[src/sv/olis_pkg.sv]
package olis_pkg;

  localparam int unsigned POS_W  = 7;
  localparam int unsigned DATA_W = 32;
  localparam int unsigned IDX_W  = 6;

  typedef enum logic [2:0] {
    ST_IDLE,
    ST_SRCH,
    ST_SHFT,
    ST_PUT,
    ST_RESP
  } olis_state_e;

  typedef struct packed {
    logic             inserted;
    logic             found;
    logic [IDX_W-1:0] found_index;
  } olis_res_t;

endpackage

[src/sv/olis_mem.sv]
module olis_mem import olis_pkg::*; #(
  parameter int unsigned DEPTH = 64,
  parameter int unsigned AW    = 6
) (
  input  logic              clk_i,
  input  logic              we_i,
  input  logic [AW-1:0]     wa_i,
  input  logic [DATA_W-1:0] wd_i,
  input  logic              re_i,
  input  logic [AW-1:0]     ra_i,
  output logic [DATA_W-1:0] rd_o
);

  logic [DATA_W-1:0] mem [DEPTH];
  logic [DATA_W-1:0] rd_q;

  always_ff @(posedge clk_i) begin
    if (we_i) begin
      mem[wa_i] <= wd_i;
    end
  end

  always_ff @(posedge clk_i) begin
    if (re_i) begin
      rd_q <= mem[ra_i];
    end
  end

  assign rd_o = rd_q;

endmodule

[config.mk]
export PLATFORM = sky130hd
export DESIGN_NAME = olis_mem
export DESIGN_NICKNAME = d
export VERILOG_FILES = /design/src/sv/olis_pkg.sv /design/src/sv/olis_mem.sv
export SDC_FILE = /design/constraint.sdc
export NUM_CORES = 2
export LEC_CHECK = 0
export BUFFER_PORTS_ARGS = -buffer_cell sky130_fd_sc_hd__buf_2
export CAP_MARGIN = 20
export CORE_AREA = 10 10 455 457
export DETAILED_ROUTE_END_ITERATION = 6
export DIE_AREA = 0 0 465 467
export HOLD_SLACK_MARGIN = 0.15
export PLACE_DENSITY_LB_ADDON = 0.2
export SYNTH_ARGS = -nofsm -noshare
export SYNTH_HDL_FRONTEND = slang
export SYNTH_SLANG_ARGS = --single-unit
[constraint.sdc]
create_clock -name clk_i -period 4.3 [get_ports clk_i]
set_input_delay 0.86 -clock clk_i [delete_from_list [all_inputs] [get_ports clk_i]]
set_output_delay 0.86 -clock clk_i [all_outputs]
set_load 0.1 [all_outputs]
==> results_tabular.tex <==
\begin{tabular}{lr}
\hline
Metric & Value \\
\hline
\multicolumn{2}{l}{\textbf{Outcome}} \\
Outcome & finished, final reports clean \\
\multicolumn{2}{l}{\textbf{Route}} \\
Detailed Routing Iterations Pass 1 & 5 \\
Final wirelength & 215000 microns \\
Number of vias after detailed routing & 37200 \\
Vias per inst & 5.70 \\
Count of unresolved DRC violations after routing & 0 \\
Drt first-iter violations & 4148 \\
Routed Antenna Nets & 0 \\
WL per Instance & 33.0 microns \\
\multicolumn{2}{l}{\textbf{Yosys}} \\
Number of distinct library cells after synthesis & 33 \\
Synth warnings & 0 \\
Simple logic cell fraction of the synthesized area & 0.0126 \\
Post-Synthesis Cell Area & 0.0788 sq mm \\
Fraction of the mapped netlist area in adder cells & 0 \\
Syn Inst Count & 3324 \\
Synth Area in Compound Gates & 0.0167 \\
Synthesized-area fraction occupied by xor and xnor cells & 0 \\
Part of the Yosys area used for sequential elements & 0.792 \\
Post-synthesis average cell area & 23.7 sq um \\
Share of cell area taken by muxes after synthesis & 0.167 \\
Main combinational cell family by area after synthesis & multiplexers \\
FF+latch count, synth & 2080 \\
Net count after synthesis & 3371 \\
\multicolumn{2}{l}{\textbf{Pwr}} \\
Clock group share of total power & 0.416 \\
Static Leak & 28.5 nW \\
Switching power of the nets & 9.46 mW \\
Net switching fraction of the power & 0.222 \\
Combinational power share & 0.055 \\
Internal power & 33.2 mW \\
P per Cell Area & 466 mW/mm\^{}2 \\
Share of power burned in registers & 0.529 \\
Peak supply drop & 0.400 mV \\
\multicolumn{2}{l}{\textbf{Clocking}} \\
Gates resized, CTS repair & 0 \\
H-tree depth & 4 \\
Longest Clk Path Bufs & 3 \\
Post-CTS Hold Buffers & 0 \\
Root buffer selected by CTS & sky130\_fd\_sc\_hd\_\_clkbuf\_16 \\
TritonCTS clock tree & built \\
Clk\_lat worst skew & 0.86 ns \\
Number of buffers created by CTS & 211 \\
Post-CTS Setup Bufs & 0 \\
Clock-pin slew on the worst setup and hold paths & 0.06 ns \\
Count of clock tree sinks & 2080 \\
\multicolumn{2}{l}{\textbf{STA}} \\
Worst rel slew slack & 0.300 \\
Shortest clock period the worst path allows after layout & 3.08 ns \\
Post-Route Setup TNS & 0 ns \\
Final clock period utilization by the worst path & 0.717 \\
RSZ-0062 raised after global routing & no \\
Final setup skew & 0.0386 ns \\
Top achievable clock speed & 0.324 GHz \\
Slew Viols, Final & 0 \\
Final number of hold-violating endpoints & 0 \\
Worst path setup slack after routing & 1.22 ns \\
Transition time at the pin with the least slew margin & 1.05 ns \\
WHS & 0.313 ns \\
Number of setup violations in the final report & 0 \\
\multicolumn{2}{l}{\textbf{Worst setup path}} \\
Category of cells accounting for the largest share of critical-path delay & multiplexers \\
Crit path buf inv count & 3 \\
Endpoint of the most critical register-to-register path & rd\_o[23] \\
Startpoint class of the critical path & primary input \\
Cell breakdown of the critical path & buf\_8, buf\_12, buf\_12, mux4\_2, mux4\_2, o22ai\_1, nor2\_1 \\
Worst reg2reg path depth & 4 \\
Classification of the worst setup path & in -> reg \\
Largest stage delay on the critical path & 0.69 ns \\
Largest driver fanout on the critical path & 31 \\
Worst setup path startpoint & ra\_i[0] \\
Critical Path RT & 4.86 ns \\
Crit. End Element & flop \\
Setup slack of the most critical reg-to-reg path & 1.87 ns \\
Arrival time worst endpoint & 3.65 ns \\
Critical Path Slowest Stage Cell & sky130\_fd\_sc\_hd\_\_o22ai\_1 \\
Launch instance of the worst register-to-register path & mem[47][23] \\
\multicolumn{2}{l}{\textbf{Run}} \\
Max Cap Violations & 0 \\
\multicolumn{2}{l}{\textbf{Placement}} \\
Gp weighted congestion & 0.768 \\
Worst slack at placement & 0.249 ns \\
Port buffer count & 78 \\
Total instance count after detailed placement & 6114 \\
HPWL reported at the end of detailed placement & 123000 microns \\
\multicolumn{2}{l}{\textbf{Floorplan}} \\
I/O pins & 79 \\
Die X & 465 microns \\
Count of standard-cell rows & 164 \\
Core area & 0.198 sq mm \\
Starting density of the core & 0.397 \\
Die Span Y & 467 microns \\
Full die area & 0.217 sq mm \\
\multicolumn{2}{l}{\textbf{Hold path}} \\
Classification of the worst-slack hold path & in -> reg \\
Min-Delay Endpoint & mem[27][13] \\
Number of instances on the worst hold path & 1 \\
Worst min-delay path startpoint & wd\_i[13] \\
\multicolumn{2}{l}{\textbf{Cells and area}} \\
Count of placed standard cells in the final layout, fillers left out & 6530 \\
Area overhead of the layout relative to synthesis & 16.2\% \\
Most common cell after layout, fill and taps aside & sky130\_fd\_sc\_hd\_\_edfxtp\_1 \\
NumNets Final & 3732 \\
Commonest non-fill, non-tap cells in the layout & sky130\_fd\_sc\_hd\_\_edfxtp\_1, sky130\_fd\_sc\_hd\_\_mux4\_2, sky130\_fd\_sc\_hd\_\_clkbuf\_16 \\
Fraction of layout cells with a size suffix above 1 & 0.321 \\
\multicolumn{2}{l}{\textbf{Global routing}} \\
Number of antenna violations at the first check in global routing & 18 \\
Pin count of the biggest net entering global routing & 65 \\
Congestion Overflow GR & 0 \\
Global-route wire length before repair & 303000 microns \\
Overall Global Routing Usage & 0.196 \\
Vias in the first global route & 37900 \\
\hline
\end{tabular}
[routing by layer]
metal  vias to the layer above  share of wire  global-route usage
met1                     20600           0.42               0.277
met4                         6          0.022              0.0470
met2                      1303           0.49               0.323
met5                         -        0.00016                   0
li1                      15100              -                   -
met3                       258          0.060              0.0295
[worst max path at each step]
stage / cells after the start / to / slack (ns)
after detailed placement: 7 / rd_o[23] / 0.25
after floorplan: 4 / mem[48][0] / 0.28
after global routing: 7 / rd_o[30] / 1.17
final: 7 / rd_o[23] / 1.22
after global placement: 7 / rd_o[30] / 0.26
after CTS: 1 / rd_o[13] / 1.19
[stage by stage]
stage           util  power, mW  area, sq um
6_report       0.462       42.7        91600
5_1_grt        0.462       44.0        91600
4_1_cts        0.460       43.0        91300
3_5_place_dp   0.427       25.4        84700
3_3_place_gp   0.426       25.4        84600
2_1_floorplan      -       24.3        78800
[sequential cells by signal (all words and copies together) (netlist names)]
signal  flops
rd_o       32
mem      2048
[cell usage after synthesis, drive strengths merged]
| cell | instances | area share |
|---|---|---|
| a31oi | 1 | 0.000079 |
| nand2 | 26 | 0.0012 |
| and3 | 4 | 0.00032 |
| a21oi | 62 | 0.0039 |
| or3 | 3 | 0.00024 |
| nor2b | 15 | 0.0012 |
| a22oi | 12 | 0.0011 |
| nand4b | 1 | 0.00011 |
| o22ai | 84 | 0.0067 |
| mux2i | 93 | 0.012 |
| nand2b | 8 | 0.00063 |
| a311oi | 8 | 0.00089 |
| o221ai | 27 | 0.0030 |
| nor2 | 137 | 0.0065 |
| o32ai | 4 | 0.00044 |
| nand3b | 5 | 0.00048 |
| or3b | 5 | 0.00056 |
| clkbuf | 74 | 0.0035 |
| buf | 108 | 0.0077 |
| a41o | 4 | 0.00051 |
| nor3 | 7 | 0.00044 |
| nand4 | 2 | 0.00016 |
| mux4 | 544 | 0.16 |
| or2 | 3 | 0.00024 |
| and2 | 2 | 0.00016 |
| nand3 | 5 | 0.00032 |
| edfxtp | 2080 | 0.79 |
[cells by family (layout without fill, tap and decap cells)]
kind of cell,Yosys count,after routing
buffers and inverters,182,724
AND/OR/NAND/NOR,223,223
AO/OA/AOI/OAI,202,202
multiplexers,637,637
flip-flops,2080,2080
other,0,8
[area by class of cell]
class	instances	area, sq um
fill	16400	107000
sequential	2080	62500
multi-input combinational	1062	16000
clock buffer	259	5460
tap	2656	3320
timing repair buffer	330	3190
clock inverter	135	1220
antenna	8	20.0
[power by group through the flow]
| stage | sequential [mW] | clock (mW) | combinational, mW |
|---|---|---|---|
| finish | 22.6 | 17.7 | 2.36 |
| global route | 22.6 | 18.9 | 2.49 |
| CTS | 22.6 | 18.1 | 2.37 |
| detailed placement | 23.0 | 0 | 2.37 |
| global placement | 23.0 | 0 | 2.35 |
| floorplan | 23.2 | 0 | 1.09 |
(Power assumes the default switching activity.)
