## src/sv/olis_pkg.sv

```systemverilog
package olis_pkg;

  localparam int unsigned POS_W  = 7;
  localparam int unsigned DATA_W = 32;
  localparam int unsigned IDX_W  = 6;

  typedef enum logic [2:0] {
    ST_IDLE,
    ST_SRCH,
    ST_SHFT,
    ST_PUT,
    ST_RESP
  } olis_state_e;

  typedef struct packed {
    logic             inserted;
    logic             found;
    logic [IDX_W-1:0] found_index;
  } olis_res_t;

endpackage

```

## src/sv/olis_seq.sv

```systemverilog
module olis_seq import olis_pkg::*; #(
  parameter int unsigned CAPACITY = 64,
  parameter int unsigned AW       = 6,
  parameter int unsigned LW       = 7
) (
  input  logic              clk_i,
  input  logic              rst_ni,
  input  logic              in_valid_i,
  output logic              in_ready_o,
  input  logic [POS_W-1:0]  position_i,
  input  logic [DATA_W-1:0] value_i,
  output logic              mem_we_o,
  output logic [AW-1:0]     mem_wa_o,
  output logic [DATA_W-1:0] mem_wd_o,
  output logic              mem_re_o,
  output logic [AW-1:0]     mem_ra_o,
  input  logic [DATA_W-1:0] mem_rd_i,
  output logic              res_valid_o,
  input  logic              res_ready_i,
  output olis_res_t         res_o
);

  localparam int unsigned CW = (LW > POS_W) ? LW : POS_W;

  olis_state_e state_q, state_d;
  logic [LW-1:0]     len_q, len_d;
  logic [LW-1:0]     pos_q, pos_d;
  logic              ok_q, ok_d;
  logic              hit_q, hit_d;
  logic [AW-1:0]     where_q, where_d;
  logic [LW-1:0]     rd_cnt_q, rd_cnt_d;
  logic              cmp_vld_q, cmp_vld_d;
  logic [AW-1:0]     cmp_addr_q, cmp_addr_d;
  logic              wv_q, wv_d;
  logic [AW-1:0]     wa_q, wa_d;
  logic [DATA_W-1:0] val_q;

  logic          accept;
  logic          match;
  logic          issue;
  logic          srch_done;
  logic [LW-1:0] limit;
  logic          fits;

  assign accept    = in_valid_i && (state_q == ST_IDLE);
  assign fits      = (CW'(position_i) <= CW'(len_q)) && (len_q < LW'(CAPACITY));
  assign limit     = ok_q ? pos_q : len_q;
  assign match     = cmp_vld_q && (mem_rd_i == val_q);
  assign srch_done = !cmp_vld_q && (hit_q || (rd_cnt_q >= limit));
  assign issue     = !hit_q && !match && (rd_cnt_q < limit);

  // next state
  always_comb begin
    state_d = state_q;
    case (state_q)
      ST_IDLE: begin
        if (in_valid_i) state_d = ST_SRCH;
      end
      ST_SRCH: begin
        if (srch_done) state_d = ok_q ? ST_SHFT : ST_RESP;
      end
      ST_SHFT: begin
        if ((rd_cnt_q == pos_q) && !wv_q) state_d = ST_PUT;
      end
      ST_PUT:  state_d = ST_RESP;
      ST_RESP: begin
        if (res_ready_i) state_d = ST_IDLE;
      end
      default: state_d = ST_IDLE;
    endcase
  end

  // datapath and memory control
  always_comb begin
    len_d      = len_q;
    pos_d      = pos_q;
    ok_d       = ok_q;
    hit_d      = hit_q;
    where_d    = where_q;
    rd_cnt_d   = rd_cnt_q;
    cmp_vld_d  = 1'b0;
    cmp_addr_d = cmp_addr_q;
    wv_d       = 1'b0;
    wa_d       = wa_q;
    mem_we_o   = 1'b0;
    mem_wa_o   = wa_q;
    mem_wd_o   = mem_rd_i;
    mem_re_o   = 1'b0;
    mem_ra_o   = AW'(rd_cnt_q);
    case (state_q)
      ST_IDLE: begin
        if (accept) begin
          pos_d    = LW'(position_i);
          ok_d     = fits;
          hit_d    = 1'b0;
          where_d  = '0;
          rd_cnt_d = '0;
        end
      end
      ST_SRCH: begin
        // scan entries ahead of the insert point, all if rejected; none move
        mem_re_o   = issue;
        cmp_vld_d  = issue;
        cmp_addr_d = AW'(rd_cnt_q);
        if (issue) rd_cnt_d = LW'(rd_cnt_q + 1'b1);
        if (match && !hit_q) begin
          hit_d   = 1'b1;
          where_d = cmp_addr_q;
        end
        if (srch_done) rd_cnt_d = len_q;
      end
      ST_SHFT: begin
        // read entry i-1 while writing entry i, read last cycle, to i+1
        if (rd_cnt_q != pos_q) begin
          mem_re_o = 1'b1;
          mem_ra_o = AW'(rd_cnt_q - 1'b1);
          rd_cnt_d = LW'(rd_cnt_q - 1'b1);
          wv_d     = 1'b1;
          wa_d     = AW'(rd_cnt_q);
        end
        mem_we_o = wv_q;
      end
      ST_PUT: begin
        mem_we_o = 1'b1;
        mem_wa_o = AW'(pos_q);
        mem_wd_o = val_q;
        len_d    = LW'(len_q + 1'b1);
      end
      ST_RESP: begin
      end
      default: begin
      end
    endcase
  end

  always_ff @(posedge clk_i or negedge rst_ni) begin
    if (!rst_ni) begin
      state_q    <= ST_IDLE;
      len_q      <= '0;
      pos_q      <= '0;
      ok_q       <= 1'b0;
      hit_q      <= 1'b0;
      where_q    <= '0;
      rd_cnt_q   <= '0;
      cmp_vld_q  <= 1'b0;
      cmp_addr_q <= '0;
      wv_q       <= 1'b0;
      wa_q       <= '0;
    end else begin
      state_q    <= state_d;
      len_q      <= len_d;
      pos_q      <= pos_d;
      ok_q       <= ok_d;
      hit_q      <= hit_d;
      where_q    <= where_d;
      rd_cnt_q   <= rd_cnt_d;
      cmp_vld_q  <= cmp_vld_d;
      cmp_addr_q <= cmp_addr_d;
      wv_q       <= wv_d;
      wa_q       <= wa_d;
    end
  end

  always_ff @(posedge clk_i) begin
    if (accept) val_q <= value_i;
  end

  assign in_ready_o  = (state_q == ST_IDLE);
  assign res_valid_o = (state_q == ST_RESP);

  // an accepted insert is itself a match when nothing earlier matched
  always_comb begin
    res_o.inserted    = ok_q;
    res_o.found       = hit_q || ok_q;
    res_o.found_index = '0;
    if (hit_q) begin
      res_o.found_index = IDX_W'(where_q);
    end else if (ok_q) begin
      res_o.found_index = IDX_W'(pos_q);
    end
  end

endmodule

```

## config.mk

```make
export PLATFORM = sky130hd
export DESIGN_NAME = olis_seq
export DESIGN_NICKNAME = d
export VERILOG_FILES = /design/src/sv/olis_pkg.sv /design/src/sv/olis_seq.sv
export SDC_FILE = /design/constraint.sdc
export NUM_CORES = 1
export LEC_CHECK = 0
export BUFFER_PORTS_ARGS = -buffer_cell sky130_fd_sc_hd__buf_4
export CAP_MARGIN = 15
export CORE_UTILIZATION = 30
export CTS_BUF_LIST = sky130_fd_sc_hd__clkbuf_8
export DETAILED_ROUTE_END_ITERATION = 8
export GPL_ROUTABILITY_DRIVEN = 0
export PLACE_DENSITY = 0.61
export SLEW_MARGIN = 20
export SYNTH_ARGS = -nofsm -noshare
export SYNTH_HDL_FRONTEND = slang
export SYNTH_SLANG_ARGS = --single-unit
```

## constraint.sdc

```tcl
create_clock -name clk_i -period 4.9 [get_ports clk_i]
set_input_delay 0.49 -clock clk_i [delete_from_list [all_inputs] [get_ports clk_i]]
set_output_delay 0.49 -clock clk_i [all_outputs]
set_load 0.02 [all_outputs]
```

==> results.toml, run 1 <==
[min_path]
hp-class = "in2async"

[layout]
final_area_um2 = 6083
drive_gt1_share_pct = 25.93
area_growth_pct = 29.14
nets = 736
final_core_util_pct = 39.87
antenna_cells = 0

[die]
die_x_um = 127.3
io-pin-count = 131
dieArea_um2 = 16210
fp-row-count = 45
die_h_um = 127.3
core_area_um2 = 15260
initial_core_util_pct = 30.87

[synth]
synthArstFlopShare_pct = 58.97
synth-edff-count = 32
ys_dominant_reg_cell = "dfrtp_1"
yosysTopAreaCell = "dfrtp_1"
synth_area_um2 = 4711
syn_nets = 620
ys_warn_count = 0
avgSynthCellArea_um2 = 8.922
seq_area_frac_synth_pct = 44.83
postSynthCellCount = 528
synth_common_cells = "nand2_1 (156), dfrtp_1 (46), o21ai_0 (43)"
yosysUniqueCellTypes = 48
synth_top_area_share_pct = 24.44
synth.most_common_cell = "nand2_1"
synthTopCellsByArea = "dfrtp_1 (24%), edfxtp_1 (20%), nand2_1 (12%), xor2_1 (6.9%), o21ai_0 (4.6%)"
yosys_register_bits = 78

[timing]
setup_violations = 0
skew_ns = 0.01125
rsz0062_at_grt = "false"
fin_setup_tns_ns = 0
final_max_slew_viol_count = 0
maxSlewHeadroom_pct = 39.30
period_share_pct = 69.35
hold_ws_ns = 0.1252
period_minus_slack_ns = 3.398
final-hold-violation-count = 0
worst_slew_pin_slew_ns = 0.9095
timing.fmax_ghz = 0.2943

[critical_path]
crit_type = "reg2out"
startpoint_type = "flop"
reg2reg_slack_ns = 1.52
r2r-start = "ok_q"
cp_max_fo = 18
critPathCaptureType = "output port"
timing.rr.end = "rd_cnt_q[6]"
rr_worst_depth = 10
cp.arrival_ns = 2.91
cp_data_required_time_ns = 4.41

[global_route]
first_global_vias = 4224
grt_antenna_before_repair = 0
track_usage_pct = 18.13
grt_max_degree = 47
grt_first_pass_wirelength_um = 22410
grt_overflow = 0

[clocking]
cts_setup_buffers = 0
cts_resized = 0
clockBufferDepth = 2
clk_pin_slew_worst_paths_ns = 0.09
cts_max_level = 3
clk_latency_ns = 0.37
cts.sinks = 78
holdBufCountCts = 0
numCtsBuffers = 9
cts_tree = "done"
cts_root_buffer = "clkbuf_8"

[outcome]
status = "completed"

[power_and_ir_drop]
p_seq_share_pct = 33.8
switching_power_w = 0.001395
power.internal_w = 0.001816
pwr-share-clk_pct = 17.5
p_per_area_nw_per_um2 = 527.9
switching_share_pct = 43.45
combPwrFrac_pct = 48.7
leakage_nw = 2.836
vdd_ir_drop_max_mv = 0.1629

[routing]
firstDrtPassIters = 5
wl_per_cell_um = 16.25
drt_iter0_markers = 260
drc = 0
vias = 4194
final_antenna_net_count = 0
vias_per_cell = 4.882
highest_layer = "met4"
met3_length_um = 827
drt-met1-wl_um = 6176
wl_um = 13960
wl_met2_um = 6609

[run]
cap_violations = 0

[placed_design]
post-dp-hpwl_um = 10700
placed_cell_area_um2 = 5862
port_buffers = 130
## cells by family after synthesis
group,Yosys count,synth area share [%]
AOI/OAI and AO/OA,82,11.08
xor gates and xnor gates,54,10.04
adders and majority gates,17,4.515
buffers and inverters,46,3.798
DFF,78,44.83
muxes,12,2.842
and+or+nand+nor,239,22.90
## cells in the final DEF (no fill, tap or decap), drive strengths merged, types with 2 or more instances in the layout
master	count
nor3	7
or2	3
nand2b	5
nor4	12
nand4	4
dfrtp	46
o32a	4
bufinv	2
xnor2	17
buf	133
and4	2
ha	17
o21ai	44
edfxtp	32
nor4b	3
nand2	156
and3	6
a21oi	9
inv	18
a22o	7
clkinv	2
clkbuf	11
mux2	11
nand3	7
xor2	37
nor2	17
o21a	7
nor2b	8
or3	4
## layer usage
layer | up-vias | global-route usage [%]
met3 | 25 | 3.685
met5 | - | 0
met2 | 161 | 29.96
li1 | 2036 | -
met1 | 1972 | 22.85
met4 | 0 | 8.123
## worst max-delay path, cell delays in order (launching register included)
cell     delay (ns)
dfrtp_1        0.73
nand2_1        0.15
o21a_1         0.15
ha_1           0.29
o21ai_0        0.07
o21ai_0        0.36
a21oi_1        0.14
and3_1         0.21
or2_2          0.28
buf_4          0.17
## stage by stage
step                      setup WS [ns]  total power [W]  cells
after floorplan                   2.217         0.002132    528
after global placement            1.812         0.002633    844
after detailed placement          1.636         0.002668    844
after CTS                         1.505         0.003237    859
after global routing              1.186         0.003447    859
final                             1.502         0.003211    859
## power by group through the flow
stage	Sequential, W	Clock, W	Combinational (W)
floorplan	0.000999	0	0.00113
global placement	0.00109	0	0.00154
detailed placement	0.00110	0	0.00157
CTS	0.00108	0.000574	0.00158
global route	0.00111	0.000597	0.00174
finish	0.00108	0.000562	0.00156
## final cells by class
type	instances	area, µm²
Clock inverter	4	70.07
Timing Repair Buffer	133	998.5
Fill cell	1532	9175
Inverter	18	67.56
Clock buffer	11	151.4
Tap cell	211	264.0
Multi-Input combinational cell	404	2420
Sequential cell	78	2112
## registers in the layout, summed over array words and instances (netlist names), 3 cells and up
name and flops:
val_q 32, len_q 7, pos_q 7, rd_cnt_q 7, cmp_addr_q 6, wa_q 6
where_q 6, state_q 3
## worst max path at each step
stage,from,end,depth (start not counted)
after CTS,ok_q,mem_re_o,9
after detailed placement,ok_q,rd_cnt_q[6],10
after floorplan,ok_q,rd_cnt_q[5],12
after global placement,mem_rd_i[1],mem_re_o,8
after global routing,ok_q,rd_cnt_q[3],10
final,ok_q,mem_re_o,9
Note: power is estimated with default switching activity, not from simulation.
==> run 2: changes to the inputs <==
- PLACE_DENSITY: 0.61 -> 0.63
- clock period: 4.9 -> 3.1 ns (I/O delays scaled with it)
==> run 2 against run 1 <==
  * Worst setup slack got worse by 1.4 ns
  * Count of clock-buffer cells in the layout decreased by 2
  * Largest cell class unchanged
  * Sequential power up 56%
  * Register-to-register slack lost 1.3 ns
  * Utilization rose by 0.42 points
  * Largest power group unchanged
  * First-iteration DRC count is 0.38% higher
  * Combinational power is 70% higher
  * Highest routed layer unchanged
  * Global-route usage grew 0.25 points
  * Clock power rose by 15%
==> results.toml, run 2 (same netlist as run 1, synthesis figures left out) <==
[global_route]
track_usage_pct = 18.38
grt_antenna_before_repair = 0
grt_first_pass_wirelength_um = 22810
grt_overflow = 0
first_global_vias = 4367
grt_max_degree = 47

[timing]
period_minus_slack_ns = 3.029
worst_slew_pin_slew_ns = 0.7213
maxSlewHeadroom_pct = 51.91
hold_ws_ns = 0.1190
period_share_pct = 97.72
skew_ns = 0.007154
setup_violations = 0
final_max_slew_viol_count = 0
final-hold-violation-count = 0
rsz0062_at_grt = "false"
fin_setup_tns_ns = 0
timing.fmax_ghz = 0.3301

[layout]
largest_reg_flops = 32
layout_common_cells = "nand2_1 (156), buf_4 (141), dfrtp_1 (45)"
antenna_cells = 0
nets = 746
final_common_cell = "nand2_1"
drive_gt1_share_pct = 27.36
area_growth_pct = 30.49
largest_register = "val_q"

[clocking]
clockBufferDepth = 2
numCtsBuffers = 9
cts_tree = "done"
cts_setup_buffers = 0
cts_max_level = 3
cts_root_buffer = "clkbuf_8"
cts.sinks = 78
clk_latency_ns = 0.36
clk_pin_slew_worst_paths_ns = 0.08

[routing]
met3_length_um = 1123
vias = 4212
drt_iter0_markers = 261
vias_per_cell = 4.847
final_antenna_net_count = 0
wl_um = 14170
drc = 0
highest_layer = "met4"
drt-met1-wl_um = 5871
wl_per_cell_um = 16.30
wl_met2_um = 6840
firstDrtPassIters = 4

[min_path]
hold_path_end = "val_q[6]"
whs_path_depth = 1
holdCritStartpoint = "value_i[6]"
hp-class = "in2reg"

[die]
fp-row-count = 45
die_h_um = 127.3
die_x_um = 127.3
io-pin-count = 131
initial_core_util_pct = 30.87
core_area_um2 = 15260
dieArea_um2 = 16210

[critical_path]
startpoint_type = "flop"
reg2reg_slack_ns = 0.26
r2r-start = "ok_q"
timing.rr.end = "rd_cnt_q[0]"
crit_type = "reg2out"
critPathCaptureType = "output port"
cp.arrival_ns = 2.72
rr_worst_depth = 10
cp_max_fo = 4
cp_data_required_time_ns = 2.79

[run]
cap_violations = 0

[placed_design]
post-dp-hpwl_um = 10890
port_buffers = 130

[power_and_ir_drop]
p_per_area_nw_per_um2 = 812.3
leakage_nw = 2.875
vdd_ir_drop_max_mv = 0.2990

[outcome]
status = "completed"
[run 2: cell types whose count changed in the layout (fill, tap and decap cells not counted), moves of 2 or more]
| cell | delta |
|---|---|
| bufinv_16 | -2 |
| clkbuf_8 | -2 |
| nor4_2 | +4 |
| nor4_1 | -4 |
| buf_4 | +8 |
| inv_1 | +4 |
[run 2: metal layers]
| layer | global-route usage [%] | vias to the layer above |
|---|---|---|
| li1 | - | 2051 |
| met1 | 21.97 | 1970 |
| met2 | 30.92 | 167 |
| met3 | 4.816 | 24 |
| met4 | 8.403 | 0 |
| met5 | 0 | - |
[run 2: final cells by class]
class	count	area [µm²]
timing repair buffer	143	1089
tap	211	264.0
fill	1516	9111
clock inverter	6	25.02
inverter	18	67.56
clock buffer	9	123.9
multi-input combinational	404	2465
sequential	78	2113
[run 2: power breakdown]
part           switching [W]  internal [W]
registers           0.000299       0.00139
clock network       0.000376      0.000273
logic                0.00159       0.00106
[run 2: worst max path at each step]
stage                        start          end  slack [ns]  depth (start not counted)
after floorplan               ok_q  rd_cnt_q[5]        0.42                         12
after global placement        ok_q  rd_cnt_q[0]        0.15                         10
after detailed placement      ok_q  rd_cnt_q[6]        0.09                          9
after CTS                 val_q[1]     mem_re_o        0.06                          7
after global routing      val_q[0]     mem_re_o        0.01                          7
final                     val_q[0]     mem_re_o        0.07                          7
[run 2: through the flow]
step           cells  area (µm²)  utilization [%]  setup WS [ns]  total power [W]
2_1_floorplan    528        4711                -         0.4170         0.003370
3_3_place_gp     853        5942            38.94         0.1469         0.004235
3_5_place_dp     853        5942            38.94        0.09385         0.004281
4_1_cts          869        6107            40.02        0.05646         0.004943
5_1_grt          869        6147            40.29        0.01012         0.005363
6_report         869        6147            40.29        0.07072         0.004993
[run 2: repair_timing]
item / 4_1_cts / 5_1_grt
hold buffers: 1 / 0
resized for setup: 1 / 8
pin swaps: 0 / 0
endpoints found under the hold margin: 46 / 0
setup endpoints to repair: 1 / 8
[run 2: critical path, cell delays in order, from the launching register on]
cell and delay [ns]:
edfxtp_1 0.40, xor2_1 0.18, nor4_2 0.38, nand4_1 0.14, or4_4 0.60, and3_1 0.22, or2_2 0.27, buf_4 0.17
==> run 3: changes to the inputs <==
--- a/config.mk
+++ b/config.mk
@@ -9,2 +9,3 @@
 export CAP_MARGIN = 15
+export CORE_MARGIN = 3
 export CORE_UTILIZATION = 30
==> constraint.sdc (replaced) <==
create_clock -name clk_i -period 3.1 [get_ports clk_i]
set_input_delay 0.155 -clock clk_i [delete_from_list [all_inputs] [get_ports clk_i]]
set_output_delay 0.155 -clock clk_i [all_outputs]
set_load 0.02 [all_outputs]
==> run 3 against run 2 <==
  * Combinational power is essentially flat
  * Worst setup slack gained 0.070 ns
  * Register-to-register slack gained 0.02 ns
  * Clock skew grew 0.0056 ns
  * Design area grew 5.6%
  * Die area grew 6.4%
  * Routed wire length grew 3.6%
  * Worst hold slack lost 0.081 ns
  * Non-clock buffer count grew 31
  * Clock power grew 26%
==> results.toml, run 3 (same netlist as run 1, synthesis figures left out) <==
[outcome]
status = "completed"

[critical_path]
crit_type = "reg2out"
rr_worst_depth = 10
crit_slowest_cell = "or4_4"
worstPathCellList = "xor2_1 > nor4_1 > nand4_1 > or4_4 > and3_1 > or2_2 > buf_4"
cp_num_buf_inv = 1
cp.arrival_ns = 2.80
critical-path-top-delay-family = "simple AND/OR/NAND/NOR gates"
crit_cells = 7
critical-path-max-stage-delay_ns = 0.61
cp_data_required_time_ns = 2.94
cp_max_fo = 4
critPathCaptureType = "output port"
startpoint_type = "flop"

[layout]
largest_register = "val_q"
instances_no_fill = 900
drive_gt1_share_pct = 25.54
layout_common_cells = "nand2_1 (156), buf_4 (139), dfrtp_1 (45)"
antenna_cells = 0
final_common_cell = "nand2_1"
largest_reg_flops = 32
final_area_um2 = 6489
area_growth_pct = 37.74
nets = 777

[timing]
rsz0062_at_grt = "false"
maxSlewHeadroom_pct = 50.69
skew_ns = 0.01273
setup_violations = 0
hold_ws_ns = 0.03828
fin_setup_tns_ns = 0
timing.fmax_ghz = 0.3379
final-hold-violation-count = 0
period_share_pct = 95.47
worst_slew_pin_slew_ns = 0.7381
period_minus_slack_ns = 2.960
final_max_slew_viol_count = 0

[power_and_ir_drop]
power.internal_w = 0.002901
switching_power_w = 0.002260
fin_total_pwr_w = 0.005161
combPwrFrac_pct = 51.7
vdd_ir_drop_max_mv = 0.2869
p_per_area_nw_per_um2 = 795.3
leakage_nw = 3.011
switching_share_pct = 43.79
p_seq_share_pct = 32.4
pwr-share-clk_pct = 15.9

[global_route]
grt_antenna_before_repair = 0
grt_first_pass_wirelength_um = 23620
first_global_vias = 4579
track_usage_pct = 17.06
grt_overflow = 0
grt_max_degree = 47

[routing]
wl_per_cell_um = 16.31
vias_per_cell = 4.799
vias = 4319
final_antenna_net_count = 0
drc = 0
firstDrtPassIters = 5
drt_iter0_markers = 225
wl_um = 14680

[placed_design]
port_buffers = 130
dpl.cell_count = 851
placed_cell_area_um2 = 5927
post-dp-hpwl_um = 11270

[die]
core_area_um2 = 15260
dieArea_um2 = 17240
fp-row-count = 45
io-pin-count = 131
die_h_um = 131.3
initial_core_util_pct = 30.87
die_x_um = 131.3

[clocking]
clockBufferDepth = 2
cts_max_level = 3
cts_tree = "done"
numCtsBuffers = 9
cts.sinks = 78
clk_pin_slew_worst_paths_ns = 0.09
clk_latency_ns = 0.37
cts_root_buffer = "clkbuf_8"

[min_path]
hp-class = "in2reg"
whs_path_depth = 2

[run]
cap_violations = 0
## run 3: changes by cell type in the layout (fill, tap and decap cells not counted), sizes merged
cell / delta
buf: -2
bufinv: +2
clkinv: +2
dlygate4sd3: +33
inv: -4
## run 3: cell type report
class,instances,area (µm²)
fillers,1452,8770
multi-input cells,404,2439
flip-flops and latches,78,2113
repair buffers,174,1404
well taps,211,264.0
clock buffers,9,123.9
clock inverters,6,77.57
inverters,18,67.56
## run 3: what timing repair did
item                                    in CTS  in global routing
endpoints found under the setup margin       0                  7
hold buffers                                34                  0
setup buffers                                0                  0
gates resized for setup                      0                  4
hold endpoints to repair                    79                  0
## run 3: layer usage
layer	global-route usage, %	share of wire [%]	up-vias
met4	7.585	3.5	0
met5	0	0	-
li1	-	-	2105
met1	20.50	42	1987
met2	28.51	47	189
met3	4.862	7.9	38
## run 3: worst register-to-register path, delay by kind of cell, from the launching register on
family / cells / cell delay [ns]
AO/OA/AOI/OAI: 7 / 1.70
adder cells (fa/ha/maj): 1 / 0.17
buffers and inverters: 1 / 0.20
flip-flops: 1 / 0.48
AND/OR/NAND/NOR: 1 / 0.15
## run 3: worst paths after layout
path                            endpoint     startpoint  slack, ns
max                             mem_re_o       val_q[0]       0.14
min                             pos_q[6]  position_i[6]       0.04
min reg2reg                cmp_addr_q[2]  cmp_addr_q[2]       0.48
max reg2reg                  rd_cnt_q[0]           ok_q       0.28
max in group asynchronous           ok_q         rst_ni       2.32
min in group asynchronous       pos_q[6]         rst_ni       0.35
## run 3: metrics by stage
stage,worst slack (ns),util [%]
CTS,0.04388,42.39
global placement,0.1773,38.84
finish,0.1403,42.53
global route,0.06071,42.53
detailed placement,0.05341,38.84
floorplan,0.4170,-
## run 3: power by group through the flow
stage | Combinational (W) | Sequential [W] | Clock, W
CTS | 0.00263 | 0.00167 | 0.000846
global placement | 0.00255 | 0.00167 | 0
global route | 0.00293 | 0.00171 | 0.000886
finish | 0.00267 | 0.00167 | 0.000819
floorplan | 0.00179 | 0.00158 | 0
detailed placement | 0.00258 | 0.00169 | 0
